[src/sv/assert_macros.svh]
// Assertion macros shared by the odometry angle and rate core.
// Every macro assumes the clock aclk and the active-low reset aresetn in scope.
`ifndef ASSERT_MACROS_SVH
`define ASSERT_MACROS_SVH

// Same-cycle implication, disabled while in reset.
`define ASSERT_IMP(label, ante, cons) \
    label: assert property (@(posedge aclk) disable iff (!aresetn) (ante) |-> (cons)) \
        else $error("assertion failed");

// Next-cycle implication, disabled while in reset.
`define ASSERT_NXT(label, ante, cons) \
    label: assert property (@(posedge aclk) disable iff (!aresetn) (ante) |=> (cons)) \
        else $error("assertion failed");

`endif

[src/sv/oqe_pkg.sv]
// Package for the odometry angle and rate core: widths, angle constants and
// the CORDIC arctangent table. Depends on nothing.
`default_nettype none

package oqe_pkg;

    // Angle output format and internal datapath widths.
    localparam int ANG_FRAC  = 13;
    localparam int ANG_SHIFT = 30 - ANG_FRAC;
    localparam int CW        = 40;   // CORDIC x and y
    localparam int ZW        = 36;   // CORDIC angle accumulator, Q30
    localparam int QW        = 36;   // quaternion product sums, Q28
    localparam int NUM_W     = 52;   // rate dividend: magnitude times 10^6
    localparam int DT_W      = 48;   // timestamp and time step

    localparam logic signed [ZW-1:0] PI_Z      = ZW'(64'sd3373259426);
    localparam logic signed [ZW-1:0] HALF_PI_Z = ZW'(64'sd1686629713);
    localparam logic signed [ZW-1:0] RND_Z     = ZW'(64'sd1 <<< (ANG_SHIFT - 1));
    localparam logic signed [ZW-1:0] PI_OUT      =
        ZW'((64'sd3373259426 + (64'sd1 <<< (ANG_SHIFT - 1))) >>> ANG_SHIFT);
    localparam logic signed [ZW-1:0] HALF_PI_OUT =
        ZW'((64'sd1686629713 + (64'sd1 <<< (ANG_SHIFT - 1))) >>> ANG_SHIFT);

    localparam logic signed [QW-1:0] Q_ONE = QW'(64'sd268435456);
    localparam logic [19:0] US_PER_S = 20'd1000000;

    // Arctangent of 2^-i in Q30.
    function automatic logic [29:0] atan_q30(input logic [4:0] i);
        logic [29:0] v;
        case (i)
            5'd0:  v = 30'd843314857;
            5'd1:  v = 30'd497837829;
            5'd2:  v = 30'd263043836;
            5'd3:  v = 30'd133525158;
            5'd4:  v = 30'd67021686;
            5'd5:  v = 30'd33543515;
            5'd6:  v = 30'd16775850;
            5'd7:  v = 30'd8388437;
            5'd8:  v = 30'd4194282;
            5'd9:  v = 30'd2097149;
            5'd10: v = 30'd1048575;
            5'd11: v = 30'd524287;
            5'd12: v = 30'd262143;
            5'd13: v = 30'd131071;
            5'd14: v = 30'd65535;
            5'd15: v = 30'd32767;
            5'd16: v = 30'd16383;
            5'd17: v = 30'd8191;
            5'd18: v = 30'd4095;
            5'd19: v = 30'd2047;
            5'd20: v = 30'd1023;
            5'd21: v = 30'd511;
            5'd22: v = 30'd255;
            5'd23: v = 30'd127;
            default: v = 30'd0;
        endcase
        return v;
    endfunction

endpackage

`default_nettype wire

[src/sv/oqe_div.sv]
// Serial restoring divider, one quotient bit per cycle.
// Depends on oqe_pkg and assert_macros.svh.
`default_nettype none
`include "assert_macros.svh"

module oqe_div (
    input  logic                        aclk,
    input  logic                        aresetn,
    input  logic                        start,
    input  logic [oqe_pkg::NUM_W-1:0]   num,
    input  logic [oqe_pkg::DT_W-1:0]    den,
    output logic                        done,
    output logic [oqe_pkg::NUM_W-1:0]   quo
);
    import oqe_pkg::*;

    localparam int CNT_W = $clog2(NUM_W);

    logic              busy_reg;
    logic              done_reg;
    logic [CNT_W-1:0]  cnt_reg;
    logic [DT_W-1:0]   rem_reg;
    logic [NUM_W-1:0]  quo_reg;
    logic [DT_W:0]     trial;
    logic [DT_W:0]     diff;
    logic              ge;
    logic [DT_W-1:0]   rem_next;

    // Trial subtraction of the divisor from the shifted remainder.
    assign trial    = {rem_reg, quo_reg[NUM_W-1]};
    assign diff     = trial - {1'b0, den};
    assign ge       = trial >= {1'b0, den};
    assign rem_next = ge ? diff[DT_W-1:0] : trial[DT_W-1:0];

    // Iteration control.
    always_ff @(posedge aclk) begin
        if (!aresetn) begin
            busy_reg <= 1'b0;
            done_reg <= 1'b0;
            cnt_reg  <= '0;
        end else begin
            done_reg <= 1'b0;
            if (start) begin
                busy_reg <= 1'b1;
                cnt_reg  <= '0;
            end else if (busy_reg) begin
                cnt_reg <= cnt_reg + 1'b1;
                if (cnt_reg == CNT_W'(NUM_W - 1)) begin
                    busy_reg <= 1'b0;
                    done_reg <= 1'b1;
                end
            end
        end
    end

    // The dividend shifts out of the quotient word as quotient bits shift in.
    always_ff @(posedge aclk) begin
        if (start) begin
            rem_reg <= '0;
            quo_reg <= num;
        end else if (busy_reg) begin
            rem_reg <= rem_next;
            quo_reg <= {quo_reg[NUM_W-2:0], ge};
        end
    end

    assign done = done_reg;
    assign quo  = quo_reg;

    `ASSERT_IMP(a_no_restart, start, !busy_reg)
    `ASSERT_NXT(a_done_pulse, done_reg, !done_reg)
    `ASSERT_NXT(a_start_busy, start, busy_reg)

endmodule

`default_nettype wire

[config.mk]
export PLATFORM = sky130hd
export DESIGN_NAME = oqe_div
export DESIGN_NICKNAME = d
export VERILOG_FILES = /design/src/sv/oqe_pkg.sv /design/src/sv/oqe_div.sv
export VERILOG_INCLUDE_DIRS = /design/src /design/src/sv
export SDC_FILE = /design/constraint.sdc
export NUM_CORES = 1
export LEC_CHECK = 0
export BUFFER_PORTS_ARGS = -buffer_cell sky130_fd_sc_hd__buf_4
export CAP_MARGIN = 5
export CELL_PAD_IN_SITES_DETAIL_PLACEMENT = 1
export CELL_PAD_IN_SITES_GLOBAL_PLACEMENT = 1
export CORE_AREA = 2 2 139 141
export DETAILED_ROUTE_END_ITERATION = 8
export DIE_AREA = 0 0 141 143
export PLACE_DENSITY_LB_ADDON = 0.1
export REMOVE_ABC_BUFFERS = 1
export SLEW_MARGIN = 20
export SYNTH_ARGS = -nofsm -noshare
export SYNTH_HDL_FRONTEND = slang
export SYNTH_SLANG_ARGS = --single-unit
[constraint.sdc]
create_clock -name aclk -period 4.3 [get_ports aclk]
set_clock_uncertainty 0.15 [all_clocks]
set_input_delay 0.43 -clock aclk [delete_from_list [all_inputs] [get_ports aclk]]
set_output_delay 0.43 -clock aclk [all_outputs]
set_load 0.01 [all_outputs]
==> impl_metrics.json <==
{
  "status": "finished clean",
  "cts_tree": "yes",
  "synth_top_cell_by_area": "edfxtp_1",
  "ir_drop_v": 0.000221,
  "dp_hpwl_um": 17600,
  "crit_slowest_cell": "a2111o_1",
  "insertion_delay_ns": 0.37,
  "die_w_um": 141,
  "hold_path_class": "in -> reg",
  "slew_violations": 0,
  "critical_path.startpoint_type": "register",
  "firstDrtPassIters": 4,
  "arrival_ns": 3.81,
  "worst_pin_slew_ns": 0.899,
  "postPlaceCellArea_um2": 9090,
  "diodes": 0,
  "area_delta_synth_final_pct": 21.9,
  "gp_congestion": 0.860,
  "hold_violations": 0,
  "drt_iter0_drc": 285,
  "r2r_start": "quo[51]",
  "nets": 1142,
  "htree_levels": 3,
  "fin_cells": 1228,
  "r2r_slack_ns": 0.57,
  "grt_antenna_before_repair": 0,
  "post-cts-setup-buffers": 0,
  "min_period_over_period_pct": 86.8,
  "fin_area_um2": 9410,
  "viasPerCell": 5.57,
  "clkTransAtPathRegs_ns": 0.09,
  "synth_edf_count": 52,
  "p_leak_nw": 3.99,
  "holdBufCountCts": 0,
  "synth.distinct_cells": 76,
  "vias": 6846,
  "slowest_delay_ns": 0.57,
  "postRouteAntennaNets": 0,
  "cp.required_ns": 4.38,
  "drive_above_1_share_pct": 25.6,
  "cts_buffers": 9,
  "ys_async_sr_fraction_pct": 0,
  "cts_root_buf": "clkbuf_16",
  "drc": 0,
  "start_util_pct": 41.5,
  "wire_per_inst_um": 18.5,
  "synthFlopType": "dfxtp_1",
  "grt_first_pass_wirelength_um": 36800,
  "numPortBuffers": 155,
  "hold_depth": 2,
  "setup_viol": 0,
  "cp-end-kind": "register",
  "maxSlewHeadroom_pct": 40.0,
  "seq_area_frac_synth_pct": 34.8,
  "p_per_area_nw_per_um2": 333,
  "placedCellCount": 1212,
  "drt_wl_total_um": 22700,
  "rr_worst_depth": 12,
  "grt_overflow": 0,
  "worstSetupPathType": "reg -> reg",
  "grtUsageTotal_pct": 22.7,
  "dieArea_um2": 20200,
  "cap_violations": 0,
  "grt_pass1_vias": 7231,
  "die_y_um": 143,
  "yosysWarningCount": 0,
  "reg2reg_to": "rem_reg[42]",
  "tns_ns": 0,
  "ys_ff_latch": 108,
  "yosys-top-cells-area": "edfxtp_1, dfxtp_1, ha_1, mux2_2, mux2i_1",
  "hp-start": "aresetn",
  "clkSinkCount": 108,
  "synth_top_area_share_pct": 20.2,
  "avgSynthCellArea_um2": 9.07,
  "path_max_fanout": 4,
  "clockBufferDepth": 2,
  "hold_path_end": "busy_reg",
  "fmax_ghz": 0.268,
  "utilization_pct": 50.6,
  "ctsResizeCount": 0,
  "rsz0062_at_grt": "false",
  "syn_inst": 851,
  "netlist_area_um2": 7720,
  "crit_chain": "inv_1 > ha_1 > fa_1 > and2b_1 > o2111ai_1 > a21oi_2 > o2111ai_2 > a2111o_1 > a2111oi_4 > o21ai_1 > a311oi_1 > nor3_1",
  "core-area_um2": 18600,
  "row_count": 50,
  "whs_ns": 0.142,
  "period_minus_slack_ns": 3.73,
  "boundaryPins": 156,
  "grt_max_degree": 62,
  "largest_reg_flops": 52
}
## layout by cell type (no fill, tap or decap), types with 3 or more instances in the layout
cell / n
and2_1: 5
a311oi_1: 5
dfxtp_1: 55
a31oi_1: 4
and3_1: 3
nor3_1: 12
buf_4: 169
inv_8: 3
nand2_1: 67
nor4_1: 4
o211ai_1: 3
nor2b_1: 5
nand3_1: 9
nand4b_1: 4
inv_1: 63
xor2_1: 12
o221ai_1: 4
a2111oi_0: 3
a21o_1: 17
nand4_1: 17
mux2_2: 51
clkbuf_16: 9
o21bai_1: 12
o21a_1: 7
xnor2_1: 29
nand2b_1: 4
o21ai_0: 47
a21boi_0: 3
a211oi_1: 34
nor2_1: 77
ha_1: 49
or3_1: 6
a32oi_1: 4
o31ai_1: 5
edfxtp_1: 52
o311a_1: 3
mux2i_1: 34
a21oi_1: 53
## cells by family (layout without fill, tap and decap cells)
kind of cell	count (synthesis)	after routing	synth area share (%)
compound gates	237	237	21.3
xor+xnor	41	41	4.65
fa+ha+maj	50	50	8.20
buf+inv	107	250	5.85
flops	108	108	34.8
mux	85	85	11.8
simple gates	223	223	13.4
## layout make-up
class                      count  area [um2]
clock inverter                 7        91.3
sequential                   108        2680
inverter                      64         241
tap                          234         293
multi-input combinational    636        4590
timing repair buffer         170        1290
clock buffer                   9         225
fill                        2198        9170
## worst max-delay path, delay by kind of cell, from the launching register on
family	cells	cell delay, ns
AO/OA/AOI/OAI	7	2.08
adder cells (fa/ha/maj)	2	0.62
flip-flops	1	0.39
AND/OR/NAND/NOR	2	0.32
buffers and inverters	1	0.06
## metal layers
metal	vias up	GRT usage [%]	share of wire (%)
li1	3405	-	-
met1	3293	30.1	47
met2	126	38.0	47
met3	22	5.20	4.6
met4	0	5.16	1.2
met5	-	0	0
## report_power, final
group / leakage, nW / total [mW] / switching [mW] / internal (mW)
combinational: 2.86 / 0.979 / 0.535 / 0.445
clock: 0.154 / 0.904 / 0.478 / 0.426
sequential: 0.982 / 1.25 / 0.0674 / 1.18
total: 3.99 / 3.13 / 1.08 / 2.05
## Yosys cell counts (5+ instances only)
| master | count |
|---|---|
| buf_6 | 5 |
| o21ai_0 | 47 |
| nor2_1 | 78 |
| o21bai_1 | 12 |
| a21o_1 | 17 |
| nor3_1 | 12 |
| clkbuf_1 | 28 |
| o31ai_1 | 5 |
| nand4_1 | 17 |
| ha_1 | 49 |
| inv_1 | 64 |
| and2_1 | 5 |
| xor2_1 | 12 |
| xnor2_1 | 29 |
| buf_2 | 6 |
| a211oi_1 | 34 |
| edfxtp_1 | 52 |
| nor2b_1 | 5 |
| mux2i_1 | 34 |
| o21a_1 | 7 |
| nand2_1 | 67 |
| or3_1 | 6 |
| a21oi_1 | 53 |
| dfxtp_1 | 56 |
| a311oi_1 | 5 |
| nand3_1 | 9 |
| mux2_2 | 51 |
## worst max-delay path by stage
stage / from / endpoint / slack [ns]
finish: quo[51] / rem_reg[42] / 0.57
global route: quo[51] / rem_reg[42] / 0.42
floorplan: den[36] / rem_reg[28] / 0.31
detailed placement: den[0] / rem_reg[42] / 0.44
global placement: den[0] / rem_reg[42] / 0.55
CTS: quo[51] / rem_reg[42] / 0.56
## metrics by stage
stage | setup WS, ns | power, mW
3_3_place_gp | 0.552 | 2.24
4_1_cts | 0.561 | 3.17
2_1_floorplan | 0.308 | 1.88
3_5_place_dp | 0.440 | 2.25
6_report | 0.568 | 3.13
5_1_grt | 0.424 | 3.31
Note: power is estimated with default switching activity, not from simulation.
